## config.mk

```make
export PLATFORM = sky130hd
export DESIGN_NAME = key_exchange_message_parser
export DESIGN_NICKNAME = d
export VERILOG_FILES = /design/src/hw/rtl/kemp_pkg.sv /design/src/hw/rtl/kemp_front.sv /design/src/hw/rtl/kemp_queue.sv /design/src/hw/rtl/kemp_back.sv /design/src/hw/rtl/key_exchange_message_parser.sv
export VERILOG_INCLUDE_DIRS = /design/src /design/src/hw/rtl
export SDC_FILE = /design/constraint.sdc
export NUM_CORES = 1
export LEC_CHECK = 0
export BUFFER_PORTS_ARGS = -buffer_cell sky130_fd_sc_hd__buf_4
export CAP_MARGIN = 15
export CORE_MARGIN = 3
export CORE_UTILIZATION = 49
export CTS_CLUSTER_SIZE = 14
export DETAILED_ROUTE_END_ITERATION = 8
export PLACE_DENSITY = 0.84
export SLEW_MARGIN = 5
export SYNTH_ARGS = -nofsm -noshare
export SYNTH_HDL_FRONTEND = slang
export SYNTH_SLANG_ARGS = --single-unit
```

## constraint.sdc

```tcl
create_clock -name clk -period 2.5 [get_ports clk]
set_clock_uncertainty 0.15 [all_clocks]
set_input_delay 0.125 -clock clk [delete_from_list [all_inputs] [get_ports clk]]
set_output_delay 0.125 -clock clk [all_outputs]
set_load 0.005 [all_outputs]
```

## src/hw/rtl/key_exchange_message_parser_defines.svh

```systemverilog
// Assertion macros for the key-exchange message parser.
`ifndef KEY_EXCHANGE_MESSAGE_PARSER_DEFINES_SVH
`define KEY_EXCHANGE_MESSAGE_PARSER_DEFINES_SVH

`ifndef NO_ASSERTIONS
// Checked while out of reset.
`define KEMP_ASSERT(lbl, prop, msg) \
  lbl: assert property (@(posedge clk) disable iff (!rst_n) prop) else $error(msg);
// Checked at every edge, reset included.
`define KEMP_ASSERT_ALWAYS(lbl, prop, msg) \
  lbl: assert property (@(posedge clk) prop) else $error(msg);
`else
`define KEMP_ASSERT(lbl, prop, msg)
`define KEMP_ASSERT_ALWAYS(lbl, prop, msg)
`endif

`endif

```

## src/hw/rtl/kemp_pkg.sv

```systemverilog
// Shared constants and types for the key-exchange message parser.
`default_nettype none

package kemp_pkg;

  localparam int KEY_BYTES        = 32;
  localparam int ID_CAPACITY      = 16;
  localparam int ADDRESS_CAPACITY = 64;
  localparam int MASK_CAPACITY    = 16;

  localparam int KEY_CNT_W  = (KEY_BYTES > 1) ? $clog2(KEY_BYTES) : 1;
  localparam int ID_LEN_W   = $clog2(ID_CAPACITY + 1);
  localparam int ADDR_LEN_W = $clog2(ADDRESS_CAPACITY + 1);
  localparam int MASK_LEN_W = $clog2(MASK_CAPACITY + 1);

  localparam int BYTE_W      = 8;
  localparam int POS_W       = 6;
  localparam int KIND_W      = 2;
  localparam int STAT_W      = 3;
  localparam int OUT_TDATA_W = 24;

  localparam int QDEPTH = 4;
  localparam int QPTR_W = $clog2(QDEPTH);
  localparam int QCNT_W = $clog2(QDEPTH + 1);

  localparam int CFG_ADDR_W = 3;
  localparam int CFG_DATA_W = 32;

  localparam logic REG_FIELD_SEP = 1'b0;
  localparam logic REG_MASK_SEP  = 1'b1;

  localparam logic [BYTE_W-1:0] FIELD_SEP_RST = 8'd46;
  localparam logic [BYTE_W-1:0] MASK_SEP_RST  = 8'd47;
  localparam logic [BYTE_W-1:0] CHAR_ZERO     = 8'h30;
  localparam logic [BYTE_W-1:0] CHAR_NINE     = 8'h39;

  typedef enum logic [3:0] {
    PH_KEY  = 4'b0001,
    PH_ID   = 4'b0010,
    PH_ADDR = 4'b0100,
    PH_MASK = 4'b1000
  } phase_t;

  typedef enum logic [KIND_W-1:0] {
    KIND_KEY  = 2'd0,
    KIND_ID   = 2'd1,
    KIND_ADDR = 2'd2,
    KIND_MASK = 2'd3
  } kind_t;

  typedef enum logic [STAT_W-1:0] {
    ST_OK        = 3'd0,
    ST_BAD_ID    = 3'd1,
    ST_BAD_ADDR  = 3'd2,
    ST_BAD_MASK  = 3'd3,
    ST_EMPTY     = 3'd4
  } status_t;

  typedef struct packed {
    logic [BYTE_W-1:0] data;
    logic              last;
    logic              dig;
    logic              fsep;
    logic              msep;
  } item_t;

  typedef struct packed {
    logic [QCNT_W-1:0] count;
    logic              full;
    logic              empty;
  } qstat_t;

endpackage

`default_nettype wire

```

## src/hw/rtl/kemp_front.sv

```systemverilog
// Front stage: accepts input words and classifies each byte.
`default_nettype none

module kemp_front (
  input  wire logic                          clk,
  input  wire logic                          rst_n,
  input  wire logic                          in_tvalid,
  output logic                               in_tready,
  input  wire logic [kemp_pkg::BYTE_W-1:0]   in_tdata,   // data_byte
  input  wire logic                          in_tlast,   // end_of_message
  input  wire logic [kemp_pkg::BYTE_W-1:0]   field_sep,
  input  wire logic [kemp_pkg::BYTE_W-1:0]   mask_sep,
  output logic                               f_valid,
  input  wire logic                          f_ready,
  output kemp_pkg::item_t                    f_item
);
  import kemp_pkg::*;

  logic  f_valid_r, f_valid_nxt;
  item_t f_item_r, f_item_nxt;
  logic  accept;

  assign in_tready = !f_valid_r || f_ready;
  assign accept    = in_tvalid && in_tready;

  always_comb begin
    f_item_nxt      = f_item_r;
    f_valid_nxt     = f_valid_r;
    if (accept) begin
      f_valid_nxt     = 1'b1;
      f_item_nxt.data = in_tdata;
      f_item_nxt.last = in_tlast;
      f_item_nxt.dig  = (in_tdata >= CHAR_ZERO) && (in_tdata <= CHAR_NINE);
      f_item_nxt.fsep = (in_tdata == field_sep);
      f_item_nxt.msep = (in_tdata == mask_sep);
    end else if (f_ready) begin
      f_valid_nxt = 1'b0;
    end
  end

  always_ff @(posedge clk) begin
    if (!rst_n) begin
      f_valid_r <= 1'b0;
    end else begin
      f_valid_r <= f_valid_nxt;
    end
  end

  always_ff @(posedge clk) begin
    f_item_r <= f_item_nxt;
  end

  assign f_valid = f_valid_r;
  assign f_item  = f_item_r;

endmodule

`default_nettype wire

```

## src/hw/rtl/kemp_queue.sv

```systemverilog
// Short queue of classified bytes between front and back.
`default_nettype none

module kemp_queue (
  input  wire logic      clk,
  input  wire logic      rst_n,
  input  wire logic      wr_valid,
  output logic           wr_ready,
  input  wire kemp_pkg::item_t wr_item,
  output logic           rd_valid,
  input  wire logic      rd_ready,
  output kemp_pkg::item_t rd_item,
  output kemp_pkg::qstat_t stat
);
  import kemp_pkg::*;

  item_t               mem_r [QDEPTH];
  logic [QPTR_W-1:0]   wr_ptr_r, wr_ptr_nxt;
  logic [QPTR_W-1:0]   rd_ptr_r, rd_ptr_nxt;
  logic [QCNT_W-1:0]   cnt_r, cnt_nxt;
  logic                push, pop;

  assign wr_ready = (cnt_r != QCNT_W'(QDEPTH));
  assign rd_valid = (cnt_r != '0);
  assign push     = wr_valid && wr_ready;
  assign pop      = rd_valid && rd_ready;

  always_comb begin
    wr_ptr_nxt = push ? wr_ptr_r + 1'b1 : wr_ptr_r;
    rd_ptr_nxt = pop ? rd_ptr_r + 1'b1 : rd_ptr_r;
    cnt_nxt    = cnt_r;
    if (push && !pop) begin
      cnt_nxt = cnt_r + 1'b1;
    end else if (pop && !push) begin
      cnt_nxt = cnt_r - 1'b1;
    end
  end

  always_ff @(posedge clk) begin
    if (!rst_n) begin
      wr_ptr_r <= '0;
      rd_ptr_r <= '0;
      cnt_r    <= '0;
    end else begin
      wr_ptr_r <= wr_ptr_nxt;
      rd_ptr_r <= rd_ptr_nxt;
      cnt_r    <= cnt_nxt;
    end
  end

  always_ff @(posedge clk) begin
    if (push) begin
      mem_r[wr_ptr_r] <= wr_item;
    end
  end

  assign rd_item    = mem_r[rd_ptr_r];
  assign stat.count = cnt_r;
  assign stat.full  = !wr_ready;
  assign stat.empty = !rd_valid;

endmodule

`default_nettype wire

```

## src/hw/rtl/kemp_back.sv

```systemverilog
// Back stage: field state machine, counters, error tracking, output register.
`default_nettype none

module kemp_back (
  input  wire logic                           clk,
  input  wire logic                           rst_n,
  input  wire logic                           q_valid,
  output logic                                q_ready,
  input  wire kemp_pkg::item_t                q_item,
  output logic                                out_tvalid,
  input  wire logic                           out_tready,
  output logic [kemp_pkg::OUT_TDATA_W-1:0]    out_tdata,
  output logic [kemp_pkg::KIND_W-1:0]         out_tuser,
  output logic                                out_tlast
);
  import kemp_pkg::*;

  phase_t                 phase_r, phase_nxt;
  logic [KEY_CNT_W-1:0]   key_cnt_r, key_cnt_nxt;
  logic [ID_LEN_W-1:0]    id_len_r, id_len_nxt;
  logic [ADDR_LEN_W-1:0]  addr_len_r, addr_len_nxt;
  logic [MASK_LEN_W-1:0]  mask_len_r, mask_len_nxt;
  status_t                err_r, err_nxt;

  logic                   pop;
  logic                   stored;
  logic [POS_W-1:0]       pos;
  kind_t                  kind;

  logic                   ov_r, ov_nxt;
  kind_t                  o_kind_r;
  logic [POS_W-1:0]       o_pos_r;
  logic [BYTE_W-1:0]      o_byte_r;
  logic                   o_stored_r;
  logic                   o_last_r;
  status_t                o_stat_r;

  assign q_ready = !ov_r || out_tready;
  assign pop     = q_valid && q_ready;

  always_comb begin
    phase_nxt    = phase_r;
    key_cnt_nxt  = key_cnt_r;
    id_len_nxt   = id_len_r;
    addr_len_nxt = addr_len_r;
    mask_len_nxt = mask_len_r;
    err_nxt      = err_r;
    stored       = 1'b0;
    pos          = '0;

    case (phase_r)
      PH_KEY:  kind = KIND_KEY;
      PH_ID:   kind = KIND_ID;
      PH_ADDR: kind = KIND_ADDR;
      PH_MASK: kind = KIND_MASK;
      default: kind = KIND_KEY;
    endcase

    if (err_r == ST_OK) begin
      case (phase_r)
        PH_KEY: begin
          pos    = POS_W'(key_cnt_r);
          stored = 1'b1;
          if (key_cnt_r == KEY_CNT_W'(KEY_BYTES - 1)) begin
            phase_nxt = PH_ID;
          end else begin
            key_cnt_nxt = key_cnt_r + 1'b1;
          end
        end
        PH_ID: begin
          if (id_len_r >= ID_LEN_W'(ID_CAPACITY) || !(q_item.dig || q_item.fsep)) begin
            err_nxt = ST_BAD_ID;
          end else if (q_item.dig) begin
            pos        = POS_W'(id_len_r);
            stored     = 1'b1;
            id_len_nxt = id_len_r + 1'b1;
          end else begin
            phase_nxt = PH_ADDR;
          end
        end
        PH_ADDR: begin
          if (addr_len_r >= ADDR_LEN_W'(ADDRESS_CAPACITY) ||
              !(q_item.dig || q_item.fsep || q_item.msep)) begin
            err_nxt = ST_BAD_ADDR;
          end else if (q_item.dig || q_item.fsep) begin
            pos          = POS_W'(addr_len_r);
            stored       = 1'b1;
            addr_len_nxt = addr_len_r + 1'b1;
          end else begin
            phase_nxt = PH_MASK;
          end
        end
        PH_MASK: begin
          if (mask_len_r >= MASK_LEN_W'(MASK_CAPACITY) || !q_item.dig) begin
            err_nxt = ST_BAD_MASK;
          end else begin
            pos          = POS_W'(mask_len_r);
            stored       = 1'b1;
            mask_len_nxt = mask_len_r + 1'b1;
          end
        end
        default: begin
          phase_nxt = PH_KEY;
        end
      endcase
    end

    // empty field check uses the counts after this byte
    if (q_item.last && err_nxt == ST_OK &&
        (id_len_nxt == '0 || addr_len_nxt == '0 || mask_len_nxt == '0)) begin
      err_nxt = ST_EMPTY;
    end
  end

  always_comb begin
    ov_nxt = ov_r;
    if (pop) begin
      ov_nxt = 1'b1;
    end else if (out_tready) begin
      ov_nxt = 1'b0;
    end
  end

  always_ff @(posedge clk) begin
    if (!rst_n) begin
      phase_r    <= PH_KEY;
      key_cnt_r  <= '0;
      id_len_r   <= '0;
      addr_len_r <= '0;
      mask_len_r <= '0;
      err_r      <= ST_OK;
      ov_r       <= 1'b0;
    end else begin
      ov_r <= ov_nxt;
      if (pop) begin
        if (q_item.last) begin
          phase_r    <= PH_KEY;
          key_cnt_r  <= '0;
          id_len_r   <= '0;
          addr_len_r <= '0;
          mask_len_r <= '0;
          err_r      <= ST_OK;
        end else begin
          phase_r    <= phase_nxt;
          key_cnt_r  <= key_cnt_nxt;
          id_len_r   <= id_len_nxt;
          addr_len_r <= addr_len_nxt;
          mask_len_r <= mask_len_nxt;
          err_r      <= err_nxt;
        end
      end
    end
  end

  always_ff @(posedge clk) begin
    if (pop) begin
      o_kind_r   <= kind;
      o_pos_r    <= pos;
      o_byte_r   <= stored ? q_item.data : '0;
      o_stored_r <= stored;
      o_last_r   <= q_item.last;
      o_stat_r   <= err_nxt;
    end
  end

  assign out_tvalid = ov_r;
  assign out_tuser  = o_kind_r;
  assign out_tlast  = o_last_r;
  assign out_tdata  = {(OUT_TDATA_W - POS_W - BYTE_W - 1 - STAT_W)'(0),
                       o_stat_r, o_stored_r, o_byte_r, o_pos_r};

endmodule

`default_nettype wire

```

## src/hw/rtl/key_exchange_message_parser.sv

```systemverilog
// Top level of the key-exchange message parser.
//
//   channel  | direction | tdata / data                          | tuser      | tlast
//   in_      | in        | [7:0] data_byte                       | -          | end_of_message
//   out_     | out       | [5:0] pos [13:6] byte [14] valid      | field_kind | message_done
//            |           | [17:15] status, [23:18] zero          |            |
//   cfg_     | APB       | 0x0 field_separator, 0x4 mask_sep     | -          | -
//
// One byte per cycle sustained while out_tready is high; the result passes through the classify
// register, the queue and the result register, in that order.
// The field state machine in the back stage updates once per byte and sets the rate.
// Reset is synchronous, active low; the separators return to '.' and '/'.
// Front and back stall independently; the four-entry queue absorbs the difference.
`default_nettype none

`include "key_exchange_message_parser_defines.svh"

module key_exchange_message_parser (
  input  wire logic                              clk,
  input  wire logic                              rst_n,
  input  wire logic                              in_tvalid,
  output logic                                   in_tready,
  input  wire logic [kemp_pkg::BYTE_W-1:0]       in_tdata,    // [7:0] data_byte
  input  wire logic                              in_tlast,
  output logic                                   out_tvalid,
  input  wire logic                              out_tready,
  output logic [kemp_pkg::OUT_TDATA_W-1:0]       out_tdata,   // [5:0] field_position,
                                                              // [13:6] stored_byte,
                                                              // [14] store_valid,
                                                              // [17:15] status
  output logic [kemp_pkg::KIND_W-1:0]            out_tuser,   // [1:0] field_kind
  output logic                                   out_tlast,
  input  wire logic                              cfg_psel,
  input  wire logic                              cfg_penable,
  input  wire logic                              cfg_pwrite,
  input  wire logic [kemp_pkg::CFG_ADDR_W-1:0]   cfg_paddr,
  input  wire logic [kemp_pkg::CFG_DATA_W-1:0]   cfg_pwdata,
  output logic [kemp_pkg::CFG_DATA_W-1:0]        cfg_prdata,
  output logic                                   cfg_pready
);
  import kemp_pkg::*;

  logic [BYTE_W-1:0] fsep_r, fsep_nxt;
  logic [BYTE_W-1:0] msep_r, msep_nxt;
  logic              cfg_wr;

  logic   f_valid, f_ready;
  item_t  f_item;
  logic   q_valid, q_ready;
  item_t  q_item;
  qstat_t q_stat;

  assign cfg_pready = 1'b1;
  assign cfg_wr     = cfg_psel && cfg_penable && cfg_pwrite && cfg_pready;

  always_comb begin
    fsep_nxt = fsep_r;
    msep_nxt = msep_r;
    if (cfg_wr) begin
      case (cfg_paddr[2])
        REG_FIELD_SEP: fsep_nxt = cfg_pwdata[BYTE_W-1:0];
        REG_MASK_SEP:  msep_nxt = cfg_pwdata[BYTE_W-1:0];
        default: ;
      endcase
    end
  end

  always_ff @(posedge clk) begin
    if (!rst_n) begin
      fsep_r <= FIELD_SEP_RST;
      msep_r <= MASK_SEP_RST;
    end else begin
      fsep_r <= fsep_nxt;
      msep_r <= msep_nxt;
    end
  end

  always_comb begin
    case (cfg_paddr[2])
      REG_FIELD_SEP: cfg_prdata = CFG_DATA_W'(fsep_r);
      REG_MASK_SEP:  cfg_prdata = CFG_DATA_W'(msep_r);
      default:       cfg_prdata = '0;
    endcase
  end

  kemp_front u_front (
    .clk       (clk),
    .rst_n     (rst_n),
    .in_tvalid (in_tvalid),
    .in_tready (in_tready),
    .in_tdata  (in_tdata),
    .in_tlast  (in_tlast),
    .field_sep (fsep_r),
    .mask_sep  (msep_r),
    .f_valid   (f_valid),
    .f_ready   (f_ready),
    .f_item    (f_item)
  );

  kemp_queue u_queue (
    .clk      (clk),
    .rst_n    (rst_n),
    .wr_valid (f_valid),
    .wr_ready (f_ready),
    .wr_item  (f_item),
    .rd_valid (q_valid),
    .rd_ready (q_ready),
    .rd_item  (q_item),
    .stat     (q_stat)
  );

  kemp_back u_back (
    .clk        (clk),
    .rst_n      (rst_n),
    .q_valid    (q_valid),
    .q_ready    (q_ready),
    .q_item     (q_item),
    .out_tvalid (out_tvalid),
    .out_tready (out_tready),
    .out_tdata  (out_tdata),
    .out_tuser  (out_tuser),
    .out_tlast  (out_tlast)
  );

  `KEMP_ASSERT(a_stored_no_error, out_tvalid && out_tdata[14] |-> out_tdata[17:15] == ST_OK || out_tdata[17:15] == ST_EMPTY, "stored byte carries a field error")
  `KEMP_ASSERT(a_unstored_zero, out_tvalid && !out_tdata[14] |-> out_tdata[13:0] == '0, "unstored word has nonzero position or byte")
  `KEMP_ASSERT(a_queue_bound, q_stat.count <= QCNT_W'(QDEPTH) && !(q_stat.full && q_stat.empty), "queue occupancy out of range")

endmodule

`default_nettype wire

```

==> run_results.csv <==
group,metric,value,unit
route,wl_per_cell,18.5,µm
worst_setup_path,required,2.53,ns
synthesis,syn_avg_cell_area,11.6,µm²
timing,max_freq,389,MHz
global_route,antenna_found_initial,0,
job,drv_cap,0,
route,via_per_inst,5.84,
placement,io_buffers,55,
worst_setup_path,critical_path.reg2reg.startpoint,"u_queue.mem_r[1][2]",
route,num_vias,5106,
worst_setup_path,r2r-end,"u_back.o_byte_r[5]",
final_layout,drive_gt1_share,26.2,%
timing,finalCritPeriodShare,103,%
final_layout,fillers,920,
placement,placed_cell_area,0.00726,mm²
final_layout,seq_area,0.00356,mm²
synthesis,synth_edf_count,81,
floorplanning,core,0.0129,mm²
synthesis,synth.distinct_cells,69,
timing,finalHoldViolations,0,
worst_setup_path,crit_type,"register to register",
final_layout,syn_to_final_growth,26.0,%
timing,slew_violations,0,
final_layout,final_util,64.5,%
synthesis,synth.cell_area,0.00662,mm²
floorplanning,start_util,51.2,%
cts,cts_htree_levels,4,
timing,rsz0062_at_grt,"true",
status,violations,"negative setup slack",
synthesis,ys_seq_elements,137,
global_route,grt.total_usage,22.1,%
global_route,grt_pass1_wl,25200,µm
worst_setup_path,worst-r2r-cell-count,7,
cts,numCtsBuffers,17,
timing,worstMarginPinSlew,0.683,ns
cts,clkTransAtPathRegs,0.06,ns
global_route,grt_max_degree,51,
power,vdd_drop_max,0.728,mV
final_layout,multi_input_area,0.00286,mm²
placement,gp_congestion,0.972,
placement,place_hpwl,9900,µm
cts,cts.sinks,137,
global_route,grt_pass1_vias,5002,
cts,tritoncts,"yes",
synthesis,synthFlopType,"edfxtp_1",
final_layout,finalNetCount,756,
worst_setup_path,path_max_fanout,5,
route,dr.pass1.iters,5,
route,drt_iter0_markers,570,
worst_setup_path,critPathArrivalTime,2.60,ns
final_layout,antenna_cells,0,
synthesis,async_reset_ff_share,0,%
timing,finalSetupViolCount,10,
cts,cts_buffer_depth,2,
min_path,min_path_type,"input port to register",
status,outcome,"complete, but fails checks",
worst_setup_path,crit_path_start_kind,"register",
cts,cts-root-buf,"clkbuf_16",
synthesis,ys_seq_area_share,53.7,%
floorplanning,die_y,122,µm
floorplanning,die_w,122,µm
route,drcViolationCount,0,
synthesis,synth_warnings,0,
worst_setup_path,crit_path_end_kind,"register",
timing,setup_ws,-0.0725,ns
worst_setup_path,startpoint,"u_queue.mem_r[1][2]",
power,power.density,898,mW/mm²
global_route,gr-total-overflow,0,
route,final_antenna_net_count,0,
cts,clk_latency,0.43,ns
synthesis,synthCells,573,
timing,fin_tns_setup,-0.507,ns
floorplanning,fp-row-count,41,
floorplanning,io_pins,113,
timing,slew_headroom,54.5,%
power,p_total,7.49,mW
route,wl,16200,µm
final_layout,fin_area,0.00834,mm²
floorplanning,fp.dieArea,0.0149,mm²
worst_setup_path,rrSetupSlack,-0.07,ns
timing,min_period,2.57,ns
power,p_leak,3.20,nW
worst_setup_path,endpoint,"u_back.o_byte_r[5]",
## synthesized netlist by cell type (4+ instances only)
library cell,number,area share (%)
buf_4,33,3.7
mux2_2,8,1.4
inv_1,16,0.91
nor3_1,10,0.76
mux4_2,12,4.1
dfxtp_1,56,17
nand2_1,58,3.3
and3_1,9,0.85
ha_1,15,2.8
a22oi_1,5,0.57
a21oi_1,15,1.1
o21ai_0,14,1.1
nand4_1,12,1.1
o21ai_1,7,0.53
or3_1,8,0.76
nor2_1,21,1.2
nor2b_1,20,1.9
a21boi_1,4,0.45
edfxtp_1,81,37
clkbuf_1,18,1.0
xor2_1,4,0.53
or4b_1,4,0.60
xnor2_1,21,2.8
and2_1,10,0.95
nand3_1,23,1.7
mux2i_1,4,0.60
a31oi_1,4,0.38
a21boi_0,11,1.2
## registers in the layout (all words and copies together), names as in the netlist, 4 cells and up, named ones only
register and count:
u_queue.mem_r 48, u_front.f_item 12, fsep_r 8, msep_r 8, u_back.o_byte_r 8, u_back.addr_len_r 7, u_back.o_pos_r 6, u_back.id_len_r 5
u_back.key_cnt_r 5, u_back.mask_len_r 5, u_back.phase_r 4
## area by class of cell
| cell class | instances | share of cell area, % |
|---|---|---|
| sequential | 137 | 42.7 |
| multi-input combinational | 391 | 34.2 |
| timing repair buffer | 124 | 12.4 |
| clock buffer | 19 | 5.31 |
| tap | 172 | 2.58 |
| clock inverter | 13 | 2.00 |
| inverter | 18 | 0.840 |
## logic make-up after synthesis
| group | synth area share (%) |
|---|---|
| AOI/OAI and AO/OA | 11.0 |
| xor gates and xnor gates | 3.31 |
| adders and majority gates | 3.14 |
| buffers and inverters | 6.39 |
| DFF | 53.7 |
| muxes | 6.05 |
| other | 0.113 |
| and+or+nand+nor | 16.4 |
## per-layer routing
metal	track usage [%]	share of wire [%]
met5	0	0
met4	13.3	4.4
met3	4.84	7.3
met2	37.2	50
met1	25.8	39
## power by group
group	internal (mW)	switching, mW	total, mW
registers	2.77	0.155	2.93
clock network	1.60	0.984	2.59
logic	0.941	1.04	1.98
total	5.32	2.17	7.49
## cell usage in the layout, fill, tap and decap left out, drive strengths merged, types with 9 or more instances in the layout
master,synthesis,final
a21boi,15,15
a21oi,15,15
and2,11,11
and3,9,9
buf,37,99
clkbuf,19,20
conb,2,31
dfxtp,56,56
dlygate4sd3,0,24
edfxtp,81,81
ha,15,15
inv,18,21
mux4,12,12
nand2,60,60
nand3,23,23
nand4,12,12
nor2,23,23
nor2b,20,20
nor3,11,11
o21ai,22,22
xnor2,21,21
## through the flow
stage / hold slack (ns) / instances / setup WS (ns)
floorplan: 0.0739 / 602 / 0.0291
global placement: 0.183 / 808 / 0.0634
detailed placement: 0.171 / 808 / 0.000447
CTS: 0.0890 / 864 / -0.00314
global route: 0.105 / 874 / -0.0832
finish: 0.0984 / 874 / -0.0725
## worst min path at each step
| stage | from | endpoint | slack (ns) | cells after the start |
|---|---|---|---|---|
| 6_report | cfg_penable | fsep_r[6] | 0.1 | 5 |
| 4_1_cts | cfg_penable | fsep_r[6] | 0.09 | 5 |
| 5_1_grt | cfg_penable | fsep_r[6] | 0.11 | 5 |
| 3_5_place_dp | in_tlast | u_front.f_item[3] | 0.17 | 1 |
| 3_3_place_gp | in_tlast | u_front.f_item[3] | 0.18 | 1 |
| 2_1_floorplan | in_tdata[6] | u_front.f_item[10] | 0.07 | 0 |
## repair_timing
item / 4_1_cts / 5_1_grt
hold endpoints to repair: 29 / 0
buffers inserted: 0 / 9
gates resized for setup: 4 / 28
gates cloned: 0 / 2
hold buffers: 24 / 0
pin swaps: 0 / 10
setup endpoints to repair: 12 / 13
## worst max-delay path: stages (launching register included)
cell,delay [ns]
edfxtp_1,0.43
mux4_2,0.56
buf_6,0.16
clkbuf_16,0.14
and3_4,0.19
o41ai_4,0.42
buf_6,0.21
nor2b_1,0.06
(Power assumes the default switching activity.)
